<file path="src/sv/zhne_pkg.sv">
// zhne_pkg: constants shared by the ZIP local-header name extractor.
// Holds the signature bytes, the header byte positions and the skip limit reset.
// No dependencies.
package zhne_pkg;

  // Local file header signature, in stream order
  localparam logic [7:0] SIG_B0 = 8'h50;
  localparam logic [7:0] SIG_B1 = 8'h4b;
  localparam logic [7:0] SIG_B2 = 8'h03;
  localparam logic [7:0] SIG_B3 = 8'h04;

  // Signature bytes checked after the first one
  localparam int unsigned SIG_TAIL = 3;

  // Header positions (counted after the increment for the current byte)
  localparam int unsigned POS_SIZE_B0    = 'h12;
  localparam int unsigned POS_SIZE_B1    = 'h13;
  localparam int unsigned POS_SIZE_B2    = 'h14;
  localparam int unsigned POS_SIZE_B3    = 'h15;
  localparam int unsigned POS_NAME_LO    = 'h1a;
  localparam int unsigned POS_NAME_HI    = 'h1b;
  localparam int unsigned POS_EXTRA_LO   = 'h1c;
  localparam int unsigned POS_EXTRA_HI   = 'h1d;
  localparam int unsigned POS_NAME_START = 'h1e;

  // Reset value of the skip limit
  localparam logic [31:0] MAX_SKIP_RESET = 32'd10485760;

endpackage

</file>
<file path="src/sv/zip_header_name_extractor_unit.sv">
// zip_header_name_extractor_unit: ZIP local-header parser that streams out filenames.
// Depends on zhne_pkg for signature bytes and header positions.
//
// The block takes one archive byte per clock cycle with no bubbles: each request is
// parsed in the cycle it is accepted and its result, if any, lands in a single output
// register. in_ready is high whenever that register is empty or being drained this
// cycle, so throughput is one byte per cycle while out_ready stays high; a stalled
// result holds off input for exactly as long as it waits. A byte yields at most one
// result: a filename character with its index, or an end-of-name item (name_done high,
// byte and index zero). Header bytes, skipped data and a bad signature yield nothing.
// The skip limit cfg register is written with cfg_wr_en; a byte parsed in that cycle sees the old one.
module zip_header_name_extractor_unit #(
  parameter int unsigned NAME_BUF = 256
) (
  input  logic        clk,
  input  logic        rst_n,
  // config write
  input  logic        cfg_wr_en,
  input  logic [31:0] cfg_wr_data,
  // byte stream in
  input  logic        in_valid,
  output logic        in_ready,
  input  logic [7:0]  in_data_byte,
  // name items out
  output logic        out_valid,
  input  logic        out_ready,
  output logic [7:0]  out_name_byte,
  output logic [7:0]  out_name_index,
  output logic        out_name_done,
  output logic [7:0]  out_name_length
);

  localparam int unsigned HPW = $clog2(NAME_BUF + 31);
  localparam int unsigned NLW = $clog2(NAME_BUF);

  localparam logic [HPW-1:0] HP_SIG_TAIL   = HPW'(zhne_pkg::SIG_TAIL);
  localparam logic [HPW-1:0] HP_SIZE_B0    = HPW'(zhne_pkg::POS_SIZE_B0);
  localparam logic [HPW-1:0] HP_SIZE_B1    = HPW'(zhne_pkg::POS_SIZE_B1);
  localparam logic [HPW-1:0] HP_SIZE_B2    = HPW'(zhne_pkg::POS_SIZE_B2);
  localparam logic [HPW-1:0] HP_SIZE_B3    = HPW'(zhne_pkg::POS_SIZE_B3);
  localparam logic [HPW-1:0] HP_NAME_LO    = HPW'(zhne_pkg::POS_NAME_LO);
  localparam logic [HPW-1:0] HP_NAME_HI    = HPW'(zhne_pkg::POS_NAME_HI);
  localparam logic [HPW-1:0] HP_EXTRA_LO   = HPW'(zhne_pkg::POS_EXTRA_LO);
  localparam logic [HPW-1:0] HP_EXTRA_HI   = HPW'(zhne_pkg::POS_EXTRA_HI);
  localparam logic [HPW-1:0] HP_NAME_START = HPW'(zhne_pkg::POS_NAME_START);
  localparam logic [NLW-1:0] NAME_MAX      = NLW'(NAME_BUF - 1);

  // parser state
  logic           hunting_r,  hunting_nxt;
  logic [HPW-1:0] hpos_r,     hpos_nxt;
  logic           skipping_r, skipping_nxt;
  logic [31:0]    skip_r,     skip_nxt;
  logic [NLW-1:0] name_len_r, name_len_nxt;
  logic [7:0]     name_lo_r,  name_lo_nxt;
  logic [31:0]    max_skip_r;

  // result register
  logic           out_valid_r, out_valid_nxt;
  logic [7:0]     out_byte_r;
  logic [7:0]     out_index_r;
  logic           out_done_r;
  logic [7:0]     out_len_r;

  // per-byte work signals
  logic           accept;
  logic           emit;
  logic           emit_done;
  logic [7:0]     emit_byte;
  logic           restart;
  logic [HPW-1:0] hp1;
  logic [HPW-1:0] idx;
  logic [15:0]    name_full;
  logic [31:0]    size_sum;
  logic [HPW+7:0] idx_ext;
  logic [NLW+7:0] len_ext;

  assign in_ready = !out_valid_r || out_ready;
  assign accept   = in_valid && in_ready;

  assign hp1       = hpos_r + HPW'(1);
  assign idx       = hp1 - HP_NAME_START;
  assign name_full = {in_data_byte, name_lo_r};
  assign size_sum  = skip_r + {16'h0000, in_data_byte, 8'h00};
  assign idx_ext   = {8'h00, idx};
  assign len_ext   = {8'h00, name_len_r};

  // parse one byte; restart means clear state and re-examine the byte as a hunt
  always_comb begin
    hunting_nxt  = hunting_r;
    hpos_nxt     = hpos_r;
    skipping_nxt = skipping_r;
    skip_nxt     = skip_r;
    name_len_nxt = name_len_r;
    name_lo_nxt  = name_lo_r;
    emit         = 1'b0;
    emit_done    = 1'b0;
    emit_byte    = 8'h00;
    restart      = 1'b0;

    if (skipping_r) begin
      if (skip_r == 32'd0) begin
        restart = 1'b1;
      end else begin
        skip_nxt = skip_r - 32'd1;
      end
    end else if (hunting_r) begin
      if (in_data_byte == zhne_pkg::SIG_B0) begin
        hunting_nxt = 1'b0;
        hpos_nxt    = '0;
      end
    end else if (hpos_r < HP_SIG_TAIL) begin
      // rest of the signature, no overlap retry on a mismatch
      if ((hpos_r == HPW'(0) && in_data_byte == zhne_pkg::SIG_B1) ||
          (hpos_r == HPW'(1) && in_data_byte == zhne_pkg::SIG_B2) ||
          (hpos_r == HPW'(2) && in_data_byte == zhne_pkg::SIG_B3)) begin
        hpos_nxt = hp1;
      end else begin
        hunting_nxt = 1'b1;
        hpos_nxt    = '0;
      end
    end else begin
      hpos_nxt = hp1;
      if (hp1 == HP_SIZE_B0) begin
        skip_nxt = {24'h000000, in_data_byte};
      end else if (hp1 == HP_SIZE_B1) begin
        skip_nxt = skip_r | {16'h0000, in_data_byte, 8'h00};
      end else if (hp1 == HP_SIZE_B2) begin
        skip_nxt = skip_r | {8'h00, in_data_byte, 16'h0000};
      end else if (hp1 == HP_SIZE_B3) begin
        skip_nxt = skip_r | {in_data_byte, 24'h000000};
      end else if (hp1 == HP_NAME_LO) begin
        name_lo_nxt = in_data_byte;
      end else if (hp1 == HP_NAME_HI) begin
        // clip the name length to the buffer
        if ({1'b0, name_full} >= 17'(NAME_BUF)) begin
          name_len_nxt = NAME_MAX;
        end else begin
          name_len_nxt = name_full[NLW-1:0];
        end
      end else if (hp1 == HP_EXTRA_LO) begin
        skip_nxt = skip_r + {24'h000000, in_data_byte};
      end else if (hp1 == HP_EXTRA_HI) begin
        if (size_sum > max_skip_r) begin
          restart = 1'b1;
        end else begin
          skip_nxt = size_sum;
        end
      end else if (hp1 >= HP_NAME_START) begin
        emit = 1'b1;
        if (idx >= HPW'(name_len_r)) begin
          // end of name: this byte is also the first one in skip mode
          emit_done    = 1'b1;
          skipping_nxt = 1'b1;
          if (skip_r == 32'd0) begin
            restart = 1'b1;
          end else begin
            skip_nxt = skip_r - 32'd1;
          end
        end else begin
          emit_byte = in_data_byte;
        end
      end
    end

    if (restart) begin
      hunting_nxt  = (in_data_byte != zhne_pkg::SIG_B0);
      hpos_nxt     = '0;
      skipping_nxt = 1'b0;
      skip_nxt     = 32'd0;
      name_len_nxt = '0;
    end
  end

  // output register: loads on an accepted request, drains on out_ready
  always_comb begin
    out_valid_nxt = out_valid_r;
    if (accept) begin
      out_valid_nxt = emit;
    end else if (out_ready) begin
      out_valid_nxt = 1'b0;
    end
  end

  // state and result registers
  always_ff @(posedge clk) begin
    if (!rst_n) begin
      hunting_r   <= 1'b1;
      hpos_r      <= '0;
      skipping_r  <= 1'b0;
      skip_r      <= 32'd0;
      name_len_r  <= '0;
      max_skip_r  <= zhne_pkg::MAX_SKIP_RESET;
      out_valid_r <= 1'b0;
    end else begin
      if (cfg_wr_en) begin
        max_skip_r <= cfg_wr_data;
      end
      if (accept) begin
        hunting_r  <= hunting_nxt;
        hpos_r     <= hpos_nxt;
        skipping_r <= skipping_nxt;
        skip_r     <= skip_nxt;
        name_len_r <= name_len_nxt;
      end
      out_valid_r <= out_valid_nxt;
    end
  end

  // payload registers, no reset
  always_ff @(posedge clk) begin
    if (accept) begin
      name_lo_r <= name_lo_nxt;
    end
    if (accept && emit) begin
      out_byte_r  <= emit_byte;
      out_index_r <= emit_done ? 8'h00 : idx_ext[7:0];
      out_done_r  <= emit_done;
      out_len_r   <= len_ext[7:0];
    end
  end

  assign out_valid       = out_valid_r;
  assign out_name_byte   = out_byte_r;
  assign out_name_index  = out_index_r;
  assign out_name_done   = out_done_r;
  assign out_name_length = out_len_r;

endmodule

</file>
<file path="config.mk">
export PLATFORM = sky130hd
export DESIGN_NAME = zip_header_name_extractor_unit
export DESIGN_NICKNAME = d
export VERILOG_FILES = /design/src/sv/zhne_pkg.sv /design/src/sv/zip_header_name_extractor_unit.sv
export SDC_FILE = /design/constraint.sdc
export NUM_CORES = 1
export LEC_CHECK = 0
export BUFFER_PORTS_ARGS = -buffer_cell sky130_fd_sc_hd__buf_4
export CORE_AREA = 2 2 185 187
export DETAILED_ROUTE_END_ITERATION = 16
export DIE_AREA = 0 0 187 189
export SLEW_MARGIN = 0
export SYNTH_ARGS = -nofsm -noshare
export SYNTH_HDL_FRONTEND = slang
export SYNTH_SLANG_ARGS = --single-unit
</file>
<file path="constraint.sdc">
create_clock -name clk -period 7.4 [get_ports clk]
set_input_delay 1.85 -clock clk [delete_from_list [all_inputs] [get_ports clk]]
set_output_delay 1.85 -clock clk [all_outputs]
set_load 0.05 [all_outputs]
</file>
==> flow_metrics.tcl, run 1 <==
set metrics [dict create \
    required_ns 7.73 \
    dieArea_um2 35340 \
    relSlewSlack_pct 24.94 \
    path_max_fanout 16 \
    drive_gt1_share_pct 12.80 \
    synthArstFlopShare_pct 0 \
    dp_cells 1650 \
    swShare_pct 26.57 \
    vias 9405 \
    grt-ovfl-total 0 \
    synthFlopType "dfxtp_1" \
    tritoncts "done" \
    rsz0062_at_grt "no" \
    status "finished, final reports clean" \
    start_kind "primary input" \
    pin_count 72 \
    cts_made_buffers 17 \
    p_leak_nw 4.346 \
    cp-startpoint "in_data_byte[0]" \
    synth_cells 1196 \
    worst-r2r-cell-count 16 \
    hold_buffers 0 \
    num_rows 67 \
    p_clk_share_pct 51.4 \
    synth_commonest_cells "dfxtp_1 (84), nor2_1 (81), inv_1 (77), nand2_1 (77), ha_1 (72)" \
    worstMarginPinSlew_ns 1.116 \
    fin_tns_setup_ns 0 \
    synth_top_cell_by_area "dfxtp_1" \
    fin_skew_ns 0.01134 \
    fin_crit_sh_pct 86.02 \
    clockRootBuffer "clkbuf_16" \
    cts_setup_buffers 0 \
    critPathCapture "skip_r[2]$_SDFFE_PN0P_" \
    pwr-share-comb_pct 7.1 \
    core_area_um2 33280 \
    ir_drop_v 0.0001596 \
    powerDensity_nw_per_um2 143.5 \
    drc 0 \
    hp-class "register to register" \
    final_nets 1340 \
    via_per_inst 5.592 \
    dp_hpwl_mm 23.85 \
    die_w_um 187 \
    synth_area_leaders "dfxtp_1 (17%), edfxtp_1 (10%), ha_1 (9.2%), xnor2_1 (4.8%), nor2b_1 (3.3%)" \
    cts_buffer_depth 2 \
    synth_warnings 0 \
    max-cap-violations 0 \
    fmax_mhz 157.1 \
    post_cts_resize_count 0 \
    syn_nets 1315 \
    grt_pass1_wl_mm 50.98 \
    synth_edf_count 33 \
    syn_to_final_growth_pct 14.44 \
    synth_cell_types 92 \
    crit_type "primary input to register" \
    ys_seq_area_share_pct 27.15 \
    htree_levels 4 \
    yosys_register_bits 117 \
    antenna_found_initial 0 \
    regArea_um2 2674 \
    ant_nets 0 \
    drv_slew 0 \
    finalNonFillerCells 1682 \
    grtUsageTotal_pct 18.18 \
    p_seq_share_pct 41.5 \
    clkTransAtPathRegs_ns 0.07 \
    initial_core_util_pct 29.58 \
    synth_top_area_share_pct 17.08 \
    hold_viol_final 0 \
    synth_area_um2 9844 \
    cts_sinks 117 \
    reg2reg_slack_ns 2.03 \
    intPower_mw 1.188 \
    multiInputGateArea_um2 6555 \
    grt_max_degree 77 \
    r2r_end "skip_r[12]$_SDFFE_PN0P_" \
    antenna_cells 0 \
    firstDrtPassIters 6 \
    drt_iter0_drc 989 \
    fin_crit_ns 6.366 \
    insertion_delay_ns 0.43 \
    die_height_um 189 \
    r2r_start "hpos_r[0]$_SDFFE_PN0P_" \
    routed_wl_mm 32.66 \
    gp_congestion 0.9804 \
    yosysMostFrequentCell "dfxtp_1" \
    setup_viol 0 \
    cp.arrival_ns 6.69 \
    n_fill_cell 3476 \
    wire_per_inst_um 19.42 \
    power.switching_uw 429.7 \
    grt_pass1_vias 8911 \
    port-buffer-count 71 \
    avgSynthCellArea_um2 8.231 \
    endpoint_kind "register" \
]
metal layers:
metal  share of wire (%)  routed length, um  up-vias  track usage (%)
li1                    -                  -     4463                -
met1                  44              14240     4406            23.79
met2                  45              14540      454            29.02
met3                 8.1               2637       82            3.689
met4                 3.8               1242        0            7.937
met5                   0                  0        -                0
placed cells by master (no fill, tap or decap), types with 11 or more instances in the layout:
cell type / n
dfxtp_1: 83
buf_4: 82
nor2_1: 81
nand2_1: 77
inv_1: 77
ha_1: 72
nand3_1: 54
xnor2_1: 54
nor2b_1: 52
o21ai_0: 50
a21oi_1: 50
nor3_1: 33
edfxtp_1: 33
mux2i_1: 31
nand4_1: 22
xor2_1: 19
and2_1: 17
a22oi_1: 17
o22ai_1: 17
clkbuf_16: 17
o211ai_1: 16
o221ai_1: 16
a31oi_1: 15
a21o_1: 15
a22o_1: 13
o31ai_1: 12
nor4_1: 11
how the worst min path moves through the flow:
stage                                     from                      endpoint  slack, ns  cells after the start
detailed placement      name_lo_r[5]$_DFFE_PP_    name_len_r[5]$_SDFFE_PN0P_       0.47                      2
finish              name_len_r[4]$_SDFFE_PN0P_  out_name_length[4]$_DFFE_PP_       0.48                      0
global placement        name_lo_r[2]$_DFFE_PP_    name_len_r[2]$_SDFFE_PN0P_       0.46                      2
global route        name_len_r[4]$_SDFFE_PN0P_  out_name_length[4]$_DFFE_PP_       0.48                      0
floorplan           name_len_r[1]$_SDFFE_PN0P_  out_name_length[1]$_DFFE_PP_       0.43                      0
CTS                     name_lo_r[1]$_DFFE_PP_    name_len_r[1]$_SDFFE_PN0P_       0.48                      2
area by class of cell:
| class | count | area share [%] |
|---|---|---|
| clock buffer | 18 | 3.809 |
| clock inverter | 14 | 1.266 |
| timing repair buffer | 82 | 5.464 |
| tap | 448 | 4.976 |
| multi-input combinational | 926 | 58.19 |
| sequential | 117 | 23.73 |
| inverter | 77 | 2.566 |
state kept, by name, indices dropped and copies added, names as in the netlist:
| name | flops |
|---|---|
| out_name_done | 1 |
| hunting_r | 1 |
| skip_r | 32 |
| out_valid | 1 |
| skipping_r | 1 |
| name_lo_r | 8 |
| name_len_r | 8 |
| max_skip_r | 32 |
| out_name_byte | 8 |
| out_name_index | 8 |
| hpos_r | 9 |
| out_name_length | 8 |
worst max-delay path, stage by stage:
cell and delay, ns:
buf_4 0.21, ha_1 0.23, inv_1 0.07, fa_1 0.40, nor2b_1 0.18, o2111a_1 0.26
nor3_1 0.09, nor3_1 0.21, buf_4 0.19, nand2_1 0.06, xnor2_1 0.16, ha_1 0.30
and4_1 0.19, nand2_1 0.10, or4b_2 0.67, nand4_1 0.19, o2111ai_1 0.24, and2_1 0.27
a31oi_4 0.41, o21ai_0 0.16, a31o_1 0.24
kinds of logic after synthesis:
group,count (synthesis),synth area share (%)
adder cells (fa/ha/maj),74,9.558
AO/OA/AOI/OAI,327,24.06
flip-flops,117,27.15
buffers and inverters,153,6.418
XOR/XNOR,74,6.660
multiplexers,31,3.152
AND/OR/NAND/NOR,420,23.00
through the flow:
stage          power (mW)  area [um^2]  util (%)  setup WS [ns]  hold slack, ns
4_1_cts             1.631        11270     33.85          1.154          0.4827
2_1_floorplan      0.7537         9844         -          1.521          0.4305
5_1_grt             1.669        11270     33.85         0.7803          0.4807
3_5_place_dp       0.8007        10690     32.13         0.7235          0.4679
3_3_place_gp       0.7973        10690     32.13         0.7815          0.4596
6_report            1.617        11270     33.85          1.034          0.4762
power groups by stage:
stage / Combinational (mW) / Sequential, mW / Clock (mW)
2_1_floorplan: 0.0695 / 0.684 / 0
3_3_place_gp: 0.112 / 0.686 / 0
3_5_place_dp: 0.115 / 0.686 / 0
4_1_cts: 0.115 / 0.672 / 0.844
5_1_grt: 0.127 / 0.673 / 0.869
6_report: 0.115 / 0.672 / 0.831
Note: power is estimated with default switching activity, not from simulation.
==> run 2: changes to the inputs <==
Settings changed: SKIP_CTS_REPAIR_TIMING set to 1.
Clock period 7.4 ns to 6.1 ns, I/O delays scaled along.
==> run 2 against run 1 <==
Net effect: critical path depth decreased by 1; non-clock buffer count increased by 17; routed wire length increased by 1.3%; die area unchanged; combinational power increased by 27%; sequential cell count unchanged; critical endpoint unchanged; largest cell class unchanged; highest routed layer unchanged.
==> flow_metrics.tcl, run 2 (synthesis results as in run 1) <==
set metrics [dict create \
    status "finished, final reports clean" \
    fin_crit_ns 5.653 \
    fin_skew_ns 0.01449 \
    grt_pass1_wl_mm 51.87 \
    grtUsageTotal_pct 18.63 \
    clkTransAtPathRegs_ns 0.07 \
    start_kind "primary input" \
    endpoint_kind "register" \
    p_seq_share_pct 41.7 \
    rsz0062_at_grt "no" \
    max-cap-violations 0 \
    ant_nets 0 \
    reg2reg_slack_ns 0.96 \
    max_stage_delay_ns 0.65 \
    intPower_mw 1.444 \
    slowest_stage "or4b_2" \
    groute.layer.met3.usage_pct 2.780 \
    r2r_end "skip_r[2]$_SDFFE_PN0P_" \
    r2r_start "skip_r[8]$_SDFFE_PN0P_" \
    powerDensity_nw_per_um2 171.9 \
    p_leak_nw 4.416 \
    fin_tns_setup_ns 0 \
    num_rows 67 \
    dp_cells 1667 \
    cp-startpoint "in_data_byte[0]" \
    gp_congestion 0.9337 \
    tritoncts "done" \
    holdWs_ns 0.4671 \
    insertion_delay_ns 0.43 \
    worst-r2r-cell-count 19 \
    wire_per_inst_um 19.47 \
    final_nets 1357 \
    syn_to_final_growth_pct 15.66 \
    hold_viol_final 0 \
    grtUsageMet2_pct 29.58 \
    drt_iter0_drc 1130 \
    report.power.total_mw 1.957 \
    worstPathCellList "buf_4 -> ha_1 -> inv_1 -> fa_1 -> nor2b_1 -> o2111a_1 -> nor3_1 -> nor3_1 -> buf_4 -> nand3_1 -> xnor2_1 -> ha_1 -> nand3_1 -> or4b_2 -> nand4_1 -> o2111ai_1 -> and2_1 -> a31oi_4 -> o21ai_0 -> a31o_1" \
    fin_crit_sh_pct 92.67 \
    relSlewSlack_pct 10.62 \
    worstMarginPinSlew_ns 1.307 \
    via_per_inst 5.723 \
    ir_drop_v 0.0001761 \
    crit_type "primary input to register" \
    pin_count 72 \
    design_area_um2 11390 \
    busiest_layer "met2" \
    fmax_mhz 176.9 \
    dieArea_um2 35340 \
    port-buffer-count 71 \
    met1_usage_pct 24.50 \
    grt_pass1_vias 9102 \
    htree_levels 4 \
    drc 0 \
    final_common_cell "buf_4" \
    power.switching_uw 513.4 \
    clockRootBuffer "clkbuf_16" \
    grt-ovfl-total 0 \
    p_clk_share_pct 50.9 \
    hp-class "register to register" \
    cts_made_buffers 17 \
    setup_viol 0 \
    antenna_cells 0 \
    grt_max_degree 77 \
    cts_buffer_depth 2 \
    finalNonFillerCells 1699 \
    worstHoldStart "name_len_r[4]$_SDFFE_PN0P_" \
    swShare_pct 26.23 \
    critPathCapture "skip_r[2]$_SDFFE_PN0P_" \
    die_height_um 189 \
    routed_wl_mm 33.07 \
    path_max_fanout 13 \
    dpl_cell_area_um2 10820 \
    vias 9723 \
    drive_gt1_share_pct 13.99 \
    required_ns 6.43 \
    antenna_found_initial 0 \
    core_area_um2 33280 \
    initial_core_util_pct 29.58 \
    drv_slew 0 \
    cp.arrival_ns 5.99 \
    dp_hpwl_mm 24.83 \
    pwr-share-comb_pct 7.4 \
    cts_sinks 117 \
    die_w_um 187 \
    final_cell_mix "buf_4 (99), dfxtp_1 (83), nor2_1 (81)" \
    n_fill_cell 3520 \
    reg_top3 "max_skip_r x32, skip_r x32, hpos_r x9" \
    firstDrtPassIters 7 \
]
-- run 2: cell types whose count changed in the layout (fill, tap and decap cells not counted), sizes merged --
cell	change
buf	+17
clkinv	+1
clkinvlp	-1
-- run 2: power groups by stage --
| stage | Combinational [mW] | Sequential [mW] | Clock, mW |
|---|---|---|---|
| after CTS | 0.146 | 0.815 | 1.02 |
| after global placement | 0.141 | 0.832 | 0 |
| after global routing | 0.162 | 0.816 | 1.05 |
| after floorplan | 0.0844 | 0.830 | 0 |
| final | 0.146 | 0.815 | 0.996 |
| after detailed placement | 0.145 | 0.832 | 0 |
-- run 2: critical path: cells and delay by family --
family,cells,cell delay (ns)
and+or+nand+nor,8,1.86
AOI/OAI and AO/OA,5,1.24
xor gates and xnor gates,1,0.17
adders and majority gates,3,0.87
buffers and inverters,3,0.33
-- run 2: how the worst min path moves through the flow --
stage	to	cells past startpoint	slack, ns
2_1_floorplan	out_name_length[1]$_DFFE_PP_	0	0.43
3_3_place_gp	out_name_length[4]$_DFFE_PP_	0	0.46
3_5_place_dp	out_name_length[4]$_DFFE_PP_	0	0.46
4_1_cts	out_name_length[4]$_DFFE_PP_	0	0.47
5_1_grt	out_name_length[1]$_DFFE_PP_	0	0.50
6_report	out_name_length[4]$_DFFE_PP_	0	0.47
-- run 2: cell type report --
class | instances | area, um^2 | area share (%)
timing repair buffer | 99 | 743.2 | 6.527
sequential | 117 | 2674 | 23.48
clock inverter | 14 | 141.4 | 1.242
clock buffer | 18 | 429.2 | 3.769
multi-input combinational | 926 | 6549 | 57.52
inverter | 77 | 289.0 | 2.538
tap | 448 | 560.5 | 4.923
-- run 2: routing by layer --
metal	up-vias	wire (um)
met2	521	14870
met1	4603	13980
li1	4503	-
met5	-	0
met3	96	2679
met4	0	1544
-- run 2: through the flow --
stage	setup WS, ns	util (%)
3_5_place_dp	0.07653	32.50
5_1_grt	0.07647	34.21
3_3_place_gp	0.1069	32.50
6_report	0.4473	34.21
2_1_floorplan	0.5458	-
4_1_cts	0.5007	34.21
